==> src/design/sbb_div.sv <==
// iterative restoring divider, one quotient bit per cycle
// no dependencies
module sbb_div #(
    parameter int NUM_W = 16,
    parameter int DEN_W = 8
) (
    input  logic             clk,
    input  logic             rst_n,
    input  logic             start,
    input  logic [NUM_W-1:0] num,
    input  logic [DEN_W-1:0] den,
    output logic             busy,
    output logic [NUM_W-1:0] quo,
    output logic [DEN_W-1:0] rem
);
    localparam int CNT_W = $clog2(NUM_W + 1);

    logic             busy_reg;
    logic [CNT_W-1:0] cnt_reg;
    logic [NUM_W-1:0] quo_reg;
    logic [DEN_W-1:0] rem_reg;
    logic [DEN_W-1:0] den_reg;
    logic [DEN_W:0]   trial;

    assign trial = {rem_reg, quo_reg[NUM_W-1]};

    always_ff @(posedge clk or negedge rst_n)
    begin
        if (!rst_n)
        begin
            busy_reg <= 1'b0;
            cnt_reg  <= '0;
        end
        else if (start)
        begin
            busy_reg <= 1'b1;
            cnt_reg  <= CNT_W'(NUM_W);
        end
        else if (busy_reg)
        begin
            cnt_reg <= cnt_reg - 1'b1;
            if (cnt_reg == CNT_W'(1))
            begin
                busy_reg <= 1'b0;
            end
        end
    end

    always_ff @(posedge clk)
    begin
        if (start)
        begin
            quo_reg <= num;
            rem_reg <= '0;
            den_reg <= den;
        end
        else if (busy_reg)
        begin
            if (trial >= {1'b0, den_reg})
            begin
                rem_reg <= DEN_W'(trial - {1'b0, den_reg});
                quo_reg <= {quo_reg[NUM_W-2:0], 1'b1};
            end
            else
            begin
                rem_reg <= trial[DEN_W-1:0];
                quo_reg <= {quo_reg[NUM_W-2:0], 1'b0};
            end
        end
    end

    assign busy = busy_reg;
    assign quo  = quo_reg;
    assign rem  = rem_reg;

endmodule

==> config.mk <==
export PLATFORM = sky130hd
export DESIGN_NAME = sbb_div
export DESIGN_NICKNAME = d
export VERILOG_FILES = /design/src/design/sbb_div.sv
export SDC_FILE = /design/constraint.sdc
export NUM_CORES = 1
export LEC_CHECK = 0
export BUFFER_PORTS_ARGS = -buffer_cell sky130_fd_sc_hd__buf_4
export CAP_MARGIN = 25
export CORE_AREA = 2 2 75 77
export DETAILED_ROUTE_END_ITERATION = 10
export DIE_AREA = 0 0 77 79
export HOLD_SLACK_MARGIN = 0.08
export PLACE_DENSITY = 0.6
export REMOVE_ABC_BUFFERS = 1
export SKIP_CTS_REPAIR_TIMING = 1
export SLEW_MARGIN = 0
export SYNTH_ARGS = -nofsm -noshare
export SYNTH_HDL_FRONTEND = slang
export SYNTH_SLANG_ARGS = --single-unit
==> constraint.sdc <==
create_clock -name clk -period 2.4 [get_ports clk]
set_clock_uncertainty 0.1 [all_clocks]
set_input_delay 0 -clock clk [delete_from_list [all_inputs] [get_ports clk]]
set_output_delay 0 -clock clk [all_outputs]
set_load 0.005 [all_outputs]
=== Word-level counts from Yosys, hierarchy flattened ===
Cells that the tools add are included.

* Word-level logic and storage cells: 19
* Register bits: 38
* Output and inout port bits: 25

* Eq/ne operators: 1
* $add $sub $neg: 2
* Order comparisons: 1
* Mux-type cells: 9
* Reduce and logical (&&, ||, !) cells: 1

{| class="wikitable"
|+ Operator list
! kind !! number
|-
| 16-bit 2-to-1 mux || 2
|-
| 5-bit 2-to-1 mux || 2
|-
| 9-bit by 8-bit greater-or-equal comparator with 1-bit output || 1
|-
| 8-bit 2-to-1 mux || 1
|-
| 8-bit subtractor || 1
|-
| 5-bit by 1-bit == test with 1-bit output (second input constant) || 1
|-
| 5-bit by 1-bit subtractor with 5-bit output (second input constant) || 1
|-
| 1-bit 2-to-1 mux || 4
|-
| 2-bit nonzero test || 1
|}

=== Depth between registers and ports, before layout ===
Gate-level depths: netlist of the first run.

* Depth in word-level cells: 4
* Depth in mapped cells: 8
* Gate-level depth less buffers: 8

=== Least setup slack after synthesis of the first run ===
OpenSTA, ideal clock, no wires.

* Kind: register to register
* Start: register quo_reg[15], in the netlist quo[15]
* End: register rem_reg[6], in the netlist rem[6]
* Required time: 2212 ps
* Arrival: 1971 ps
* Cell stages (with the launch flop): 9
* Slack: 241 ps
* Cell sequence: edfxtp_1 -> inv_1 -> ha_1 -> fa_1 -> nand4b_1 -> a31oi_1 -> nor3_1 -> a211o_2 -> a311oi_2

* Word-level cells in the longest chain between the ends: 2

{| class="wikitable"
|+ RTL lines
! element !! RTL line !! text
|-
| start, declared || 20 || <nowiki>logic [NUM_W-1:0] quo_reg;</nowiki>
|-
| start signal, assigned || 53 || <nowiki>quo_reg <= num;</nowiki>
|-
| start signal, assigned || 62 || <nowiki>quo_reg <= {quo_reg[NUM_W-2:0], 1'b1};</nowiki>
|-
| start signal, assigned || 67 || <nowiki>quo_reg <= {quo_reg[NUM_W-2:0], 1'b0};</nowiki>
|-
| 8-bit subtractor or 9-bit by 8-bit greater-or-equal comparator with 1-bit output (tied branches) || 61, 59 ||
|-
| 8-bit 2-to-1 mux * || 59 || <nowiki>if (trial >= {1'b0, den_reg})</nowiki>
|-
| end signal, assigned || 61 || <nowiki>rem_reg <= DEN_W'(trial - {1'b0, den_reg});</nowiki>
|-
| end signal, assigned || 66 || <nowiki>rem_reg <= trial[DEN_W-1:0];</nowiki>
|-
| end, declared || 21 || <nowiki>logic [DEN_W-1:0] rem_reg;</nowiki>
|}

Mark *: on every way between the ends. The rest lies on a longest branch, timed or not.
A chain may end at the register's enable or synchronous reset.

=== Worst setup path after layout of the first run ===
Same ends and word-level chain as after synthesis.

==> results of run 1 <==
-- layout make-up --
cell class              count  area (µm²)
clock buffers               6        72.6
repair buffers             82         687
multi-input cells         111         943
clock inverters             2        8.76
flip-flops and latches     38        1030
inverters                  15        56.3
well taps                  72        90.1
fillers                   505        2450
-- path summary, 6_finish.rpt --
path | endpoint | start | slack [ns]
max | rem[6] | quo[15] | 0.16
min | den_reg[0] | den[0] | 0.33
max reg2reg | rem[6] | quo[15] | 0.16
min reg2reg | cnt_reg[4] | cnt_reg[4] | 0.45
max in group asynchronous | busy | rst_n | 1.44
min in group asynchronous | cnt_reg[4] | rst_n | 0.54
-- stage by stage --
step / util / hold slack (ns) / cell area (µm²)
after global routing: 0.541 / 0.315 / 2890
after detailed placement: 0.474 / -0.288 / 2530
final: 0.541 / 0.325 / 2890
after CTS: 0.489 / -0.602 / 2610
after global placement: 0.474 / -0.287 / 2530
after floorplan: - / -0.396 / 2020
-- cells by family after synthesis --
kind of cell,count (synthesis),synth area share
AND/OR/NAND/NOR,42,0.112
flip-flops,38,0.498
AO/OA/AOI/OAI,34,0.151
buffers and inverters,23,0.0490
multiplexers,16,0.0865
adder cells (fa/ha/maj),11,0.0701
XOR/XNOR,8,0.0339
-- worst max-delay path, delay by kind of cell (launching register included) --
family                   cells  cell delay [ns]
adder cells (fa/ha/maj)      2             0.66
AND/OR/NAND/NOR              2             0.28
flip-flops                   1             0.35
AO/OA/AOI/OAI                3             0.70
buffers and inverters        1             0.07
-- routing by layer --
layer / global-route usage / part of all wire / vias up
met5: 0 / 0 / -
met3: 0.0523 / 0.067 / 4
met1: 0.185 / 0.48 / 730
met4: 0.0268 / 0.0045 / 0
met2: 0.219 / 0.45 / 50
li1: - / - / 788
-- synth_stat cells (all sizes together) (2+ instances only) --
cell	count	area [µm²]
inv	15	56.3
o31ai	2	15.0
clkbuf	4	15.0
o21bai	3	22.5
nand3	8	50.1
and2	2	15.0
a211oi	2	15.0
a21o	5	38.8
nor3	3	15.0
mux2	15	169
dfrtp	6	150
dfxtp	8	160
a311oi	5	75.1
xor2	2	17.5
xnor2	6	52.6
nand2	5	18.8
a21oi	7	42.5
edfxtp	24	721
a31oi	3	18.8
o311ai	2	17.5
ha	10	125
nor2	12	45.0
buf	4	30.0
nand2b	4	25.0
nor3b	2	15.0
-- power breakdown --
group          leakage, nW  switching, mW  internal (mW)  total, mW
combinational        0.798          0.437          0.533      0.970
clock               0.0426          0.230          0.200      0.430
sequential           0.384          0.111          0.848      0.959
total                 1.23          0.778           1.58       2.36
==> metrics.md, run 1 <==
| Metric | Value |
|---|---|
| First-pass GRT wire length | 6750 µm |
| Critical path class | register to register |
| Largest net degree at the start of global routing | 35 |
| Cell Area, Synth | 2070 µm² |
| Die area | about 6100 µm² |
| Placed Instances | between 200 and 300 |
| Routed vias/inst | 4.82 |
| TritonCTS clock tree | built |
| Core Footprint | 5340 µm² |
| Pleak | between 1 and 1.5 nW |
| Sink Count | 38 |
| Crit-path cells | inv_1, ha_1, fa_1, nand4b_1, a31oi_2, nor3_1, a211o_2, a311oi_2 |
| 1st-iter DRT viols | 47 |
| ANT nets after route | 0 |
| Vias | 1572 |
| Min-Delay Path Class | primary input to register |
| Maximum VDD drop | around 0.41 mV |
| Tot GR Track Use | 0.139 |
| Grt total ovfl | 0 |
| Leading cell types in the layout, fill and taps excluded | buf_4 (54), dlygate4sd3_1 (27), edfxtp_1 (24) |
| Routed WL per cell | 12.9 µm |
| Initial antenna violation count | 0 |
| Port bufs | 51 |
| Synth Area per Inst | between 10 and 15 µm² |
| CP peak stage delay | 0.42 ns |
| Number of remaining DRC errors | 0 |
| Hold Fails Final Rpt | 0 |
| Slew Limit Fails | 0 |
| Critical path capture point type | register |
| Hold path depth | 2 |
| Req. time, crit path | 2.51 ns |
| Outcome | finished, final reports clean |
| Slew margin rel. | 0.716 |
| Root Buffer | clkbuf_8 |
| P&R area growth vs syn | 39.6% |
| Chip height | around 80 µm |
| Slowest-stage cell, CP | fa_1 |
| Worst Tran Pin Value | 0.426 ns |
| Minimum clock period | between 2 and 2.5 ns |
| Max-cap violations | 0 |
| Diodes inserted | 0 |
| Seq/Total Area, Yosys | 0.498 |
| F_max | 446 MHz |
| DP Wirelength | 2880 µm |
| Max clock buf depth | 2 |
| #FFs+latches synth | 38 |
| DR pass1 iterations | 4 |
| Clock slew at the register clock pins of the worst setup and hold paths | 0.08 ns |
| Initial Util | 0.388 |
| Worst-Skew Late Latency | just under 0.3 ns |
| Setup WS pre-CTS | ~0.14 ns |
| TritonCTS buffer count | 5 |
| Commonest non-fill, non-tap cell in the layout | buf_4 |
| CP Max Fanout | 3 |
| P per Cell Area | 817 nW/µm² |
| Detailed Route WL | 4210 µm |
| Post-Synthesis Cells | around 170 |
| Post-layout nets | between 200 and 300 |
| Total Power | roughly 2.4 mW |
| Largest register FFs | 16 |
| Fraction of registers with async set/reset | 0.158 |
| Vias in the first global route | roughly 1500 |
| R2R depth | 8 |
| Setup TNS Final | 0 ns |
| RSZ-0062 raised after global routing | false |
| Period utilization | 0.935 |
| Worst Setup Slack, final | around 0.16 ns |
| I/O pin cnt | 52 |
| Most used flip-flop cell after synthesis | edfxtp_1 |
| Startpoint Class | register |
| Non-filler cells, final | approximately 330 |
| Worst path arrival time | between 2 and 2.5 ns |
| Rows | 27 |
| Distinct cells, synth | 42 |
| Post-synth EDFFs | 24 |
| Htree depth | 2 |
| Share of cells above drive strength 1 | 0.370 |
| Synth warn | 0 |
| Die X | between 70 and 80 µm |
| Gpl congestion | around 0.77 |
| Final setup fails | 0 |
No activity file was read; power rests on OpenSTA's default activity.
==> inputs of run 2 (changes only) <==
- BUFFER_PORTS_ARGS: -buffer_cell sky130_fd_sc_hd__buf_4 -> -buffer_cell sky130_fd_sc_hd__buf_2
==> metrics.md, run 2 (synthesis results as in run 1) <==
| Metric | Value |
|---|---|
| Outcome | finished, final reports clean |
| Max-cap violations | 0 (unchanged) |
| Placed Instances | 292 (+0.34%) |
| Number of remaining DRC errors | 0 (unchanged) |
| Vias | 1564 (-0.51%) |
| P&R area growth vs syn | 35.3% |
| CP Max Fanout | 3 (unchanged) |
| Largest net degree at the start of global routing | 28 (-20%) |
| Worst Setup Slack, final | 0.148 ns (-0.00820 ns) |
| Total Power | 2.50 mW (+6.0%) |
| Diodes inserted | 0 (unchanged) |
| Non-filler cells, final | 326 (unchanged) |
| Chip height | 79 µm (unchanged) |
| Tot GR Track Use | 0.140 (+0.000985) |
| Initial Util | 0.388 (unchanged) |
| Rows | 27 (unchanged) |
| Final setup fails | 0 (unchanged) |
| Root Buffer | clkbuf_8 |
| Gpl congestion | 0.741 (-3.3%) |
| Sink Count | 38 (unchanged) |
| Critical path capture point type | register |
| Req. time, crit path | 2.51 ns (about the same) |
| Die area | 6080 µm² (unchanged) |
| Startpoint Class | register |
| TritonCTS clock tree | built |
| I/O pin cnt | 52 (unchanged) |
| ANT nets after route | 0 (unchanged) |
| Worst Tran Pin Value | 0.560 ns (+0.135 ns) |
| DR pass1 iterations | 4 (unchanged) |
| Hold Fails Final Rpt | 0 (unchanged) |
| Leading cell types in the layout, fill and taps excluded | buf_2 (51), dlygate4sd3_1 (26), edfxtp_1 (24) |
| Slew margin rel. | 0.626 (-0.0898) |
| DP Wirelength | 2910 µm (+1.0%) |
| Clock slew at the register clock pins of the worst setup and hold paths | 0.08 ns (about the same) |
| Pleak | 1.21 nW (-1.4%) |
| Layout fillers | 521 (+3.2%) |
| RSZ-0062 raised after global routing | false |
| Max clock buf depth | 2 (unchanged) |
| Multi-input gate area | 937 µm² (-0.66%) |
| Grt total ovfl | 0 (unchanged) |
| Commonest non-fill, non-tap cell in the layout | buf_2 |
| Vias in the first global route | 1433 (-3.1%) |
| Share of cells above drive strength 1 | 0.374 (+0.00394) |
| Port bufs | 51 (unchanged) |
| Die X | 77 µm (unchanged) |
| Critical path class | register to register |
| First-pass GRT wire length | 6770 µm (+0.30%) |
| Largest register FFs | 16 (unchanged) |
| Slew Limit Fails | 0 (unchanged) |
| P per Cell Area | 893 nW/µm² (+9.4%) |
| Routed WL per cell | 13.3 µm (+2.8%) |
| Post-layout nets | 291 (unchanged) |
| Maximum VDD drop | 0.380 mV (-8.1%) |
| Min-Delay Path Class | primary input to register |
| Core Footprint | 5340 µm² (unchanged) |
| Fin util | 0.525 (-0.0166) |
| Minimum clock period | 2.25 ns (+0.00820 ns) |
| Setup TNS Final | 0 ns (unchanged) |
| Htree depth | 2 (unchanged) |
| Worst-Skew Late Latency | 0.29 ns (about the same) |
| Period utilization | 0.938 (+0.00342) |
| TritonCTS buffer count | 5 (unchanged) |
| F_max | 444 MHz (-0.36%) |
| Worst path arrival time | 2.36 ns (about the same) |
| Detailed Route WL | 4320 µm (+2.8%) |
| FF/Latch Area | 1030 µm² (unchanged) |
| Routed vias/inst | 4.80 (-0.51%) |
| 1st-iter DRT viols | 27 (-43%) |
| Initial antenna violation count | 0 (unchanged) |
| Setup WS pre-CTS | 0.123 ns (-0.0221 ns) |
## run 2: changes by cell type in the layout (fill, tap and decap cells not counted)
cell,before,now
a31oi_1,2,3
buf_6,1,0
clkbuf_1,1,0
buf_4,54,5
bufinv_16,0,2
a31oi_2,1,0
dlygate4sd3_1,27,26
clkinv_2,1,0
buf_2,0,51
## run 2: layer usage
layer / vias to the layer above / track usage / wire length, µm
met4: 0 / 0.0375 / 44
met5: - / 0 / 0
met2: 40 / 0.229 / 2100
li1: 790 / - / -
met1: 728 / 0.179 / 1980
met3: 6 / 0.0466 / 198
## run 2: final timing paths
| kind | end | slack, ns | start | cells after the start |
|---|---|---|---|---|
| min reg2reg | cnt_reg[4] | 0.44 | cnt_reg[4] | 2 |
| min | cnt_reg[0] | 0.12 | start | 2 |
| max | rem[6] | 0.15 | quo[15] | 8 |
| max in group asynchronous | cnt_reg[0] | 1.44 | rst_n | 3 |
| max reg2reg | rem[6] | 0.15 | quo[15] | 8 |
| min in group asynchronous | cnt_reg[2] | 0.54 | rst_n | 3 |
## run 2: critical path: stages, from the launching register on
cell	delay, ns
edfxtp_1	0.35
inv_1	0.07
ha_1	0.24
fa_1	0.43
nand4b_1	0.19
a31oi_1	0.20
nor3_1	0.07
a211o_2	0.31
a311oi_2	0.22
## run 2: where the power goes
group | internal (mW) | switching (mW)
clock | 0.411 | 0.231
combinational | 0.470 | 0.431
sequential | 0.848 | 0.110
## run 2: cell type report
| type | instances | area share |
|---|---|---|
| repair buffers | 82 | 0.197 |
| clock inverters | 3 | 0.0228 |
| flip-flops and latches | 38 | 0.368 |
| clock buffers | 5 | 0.0246 |
| inverters | 15 | 0.0201 |
| well taps | 72 | 0.0322 |
| multi-input cells | 111 | 0.335 |
## run 2: per-stage QoR
step	instance area, µm²	hold WS [ns]
2_1_floorplan	2020	-0.396
3_3_place_gp	2410	-0.267
3_5_place_dp	2410	-0.271
4_1_cts	2540	-0.589
5_1_grt	2800	0.157
6_report	2800	0.122
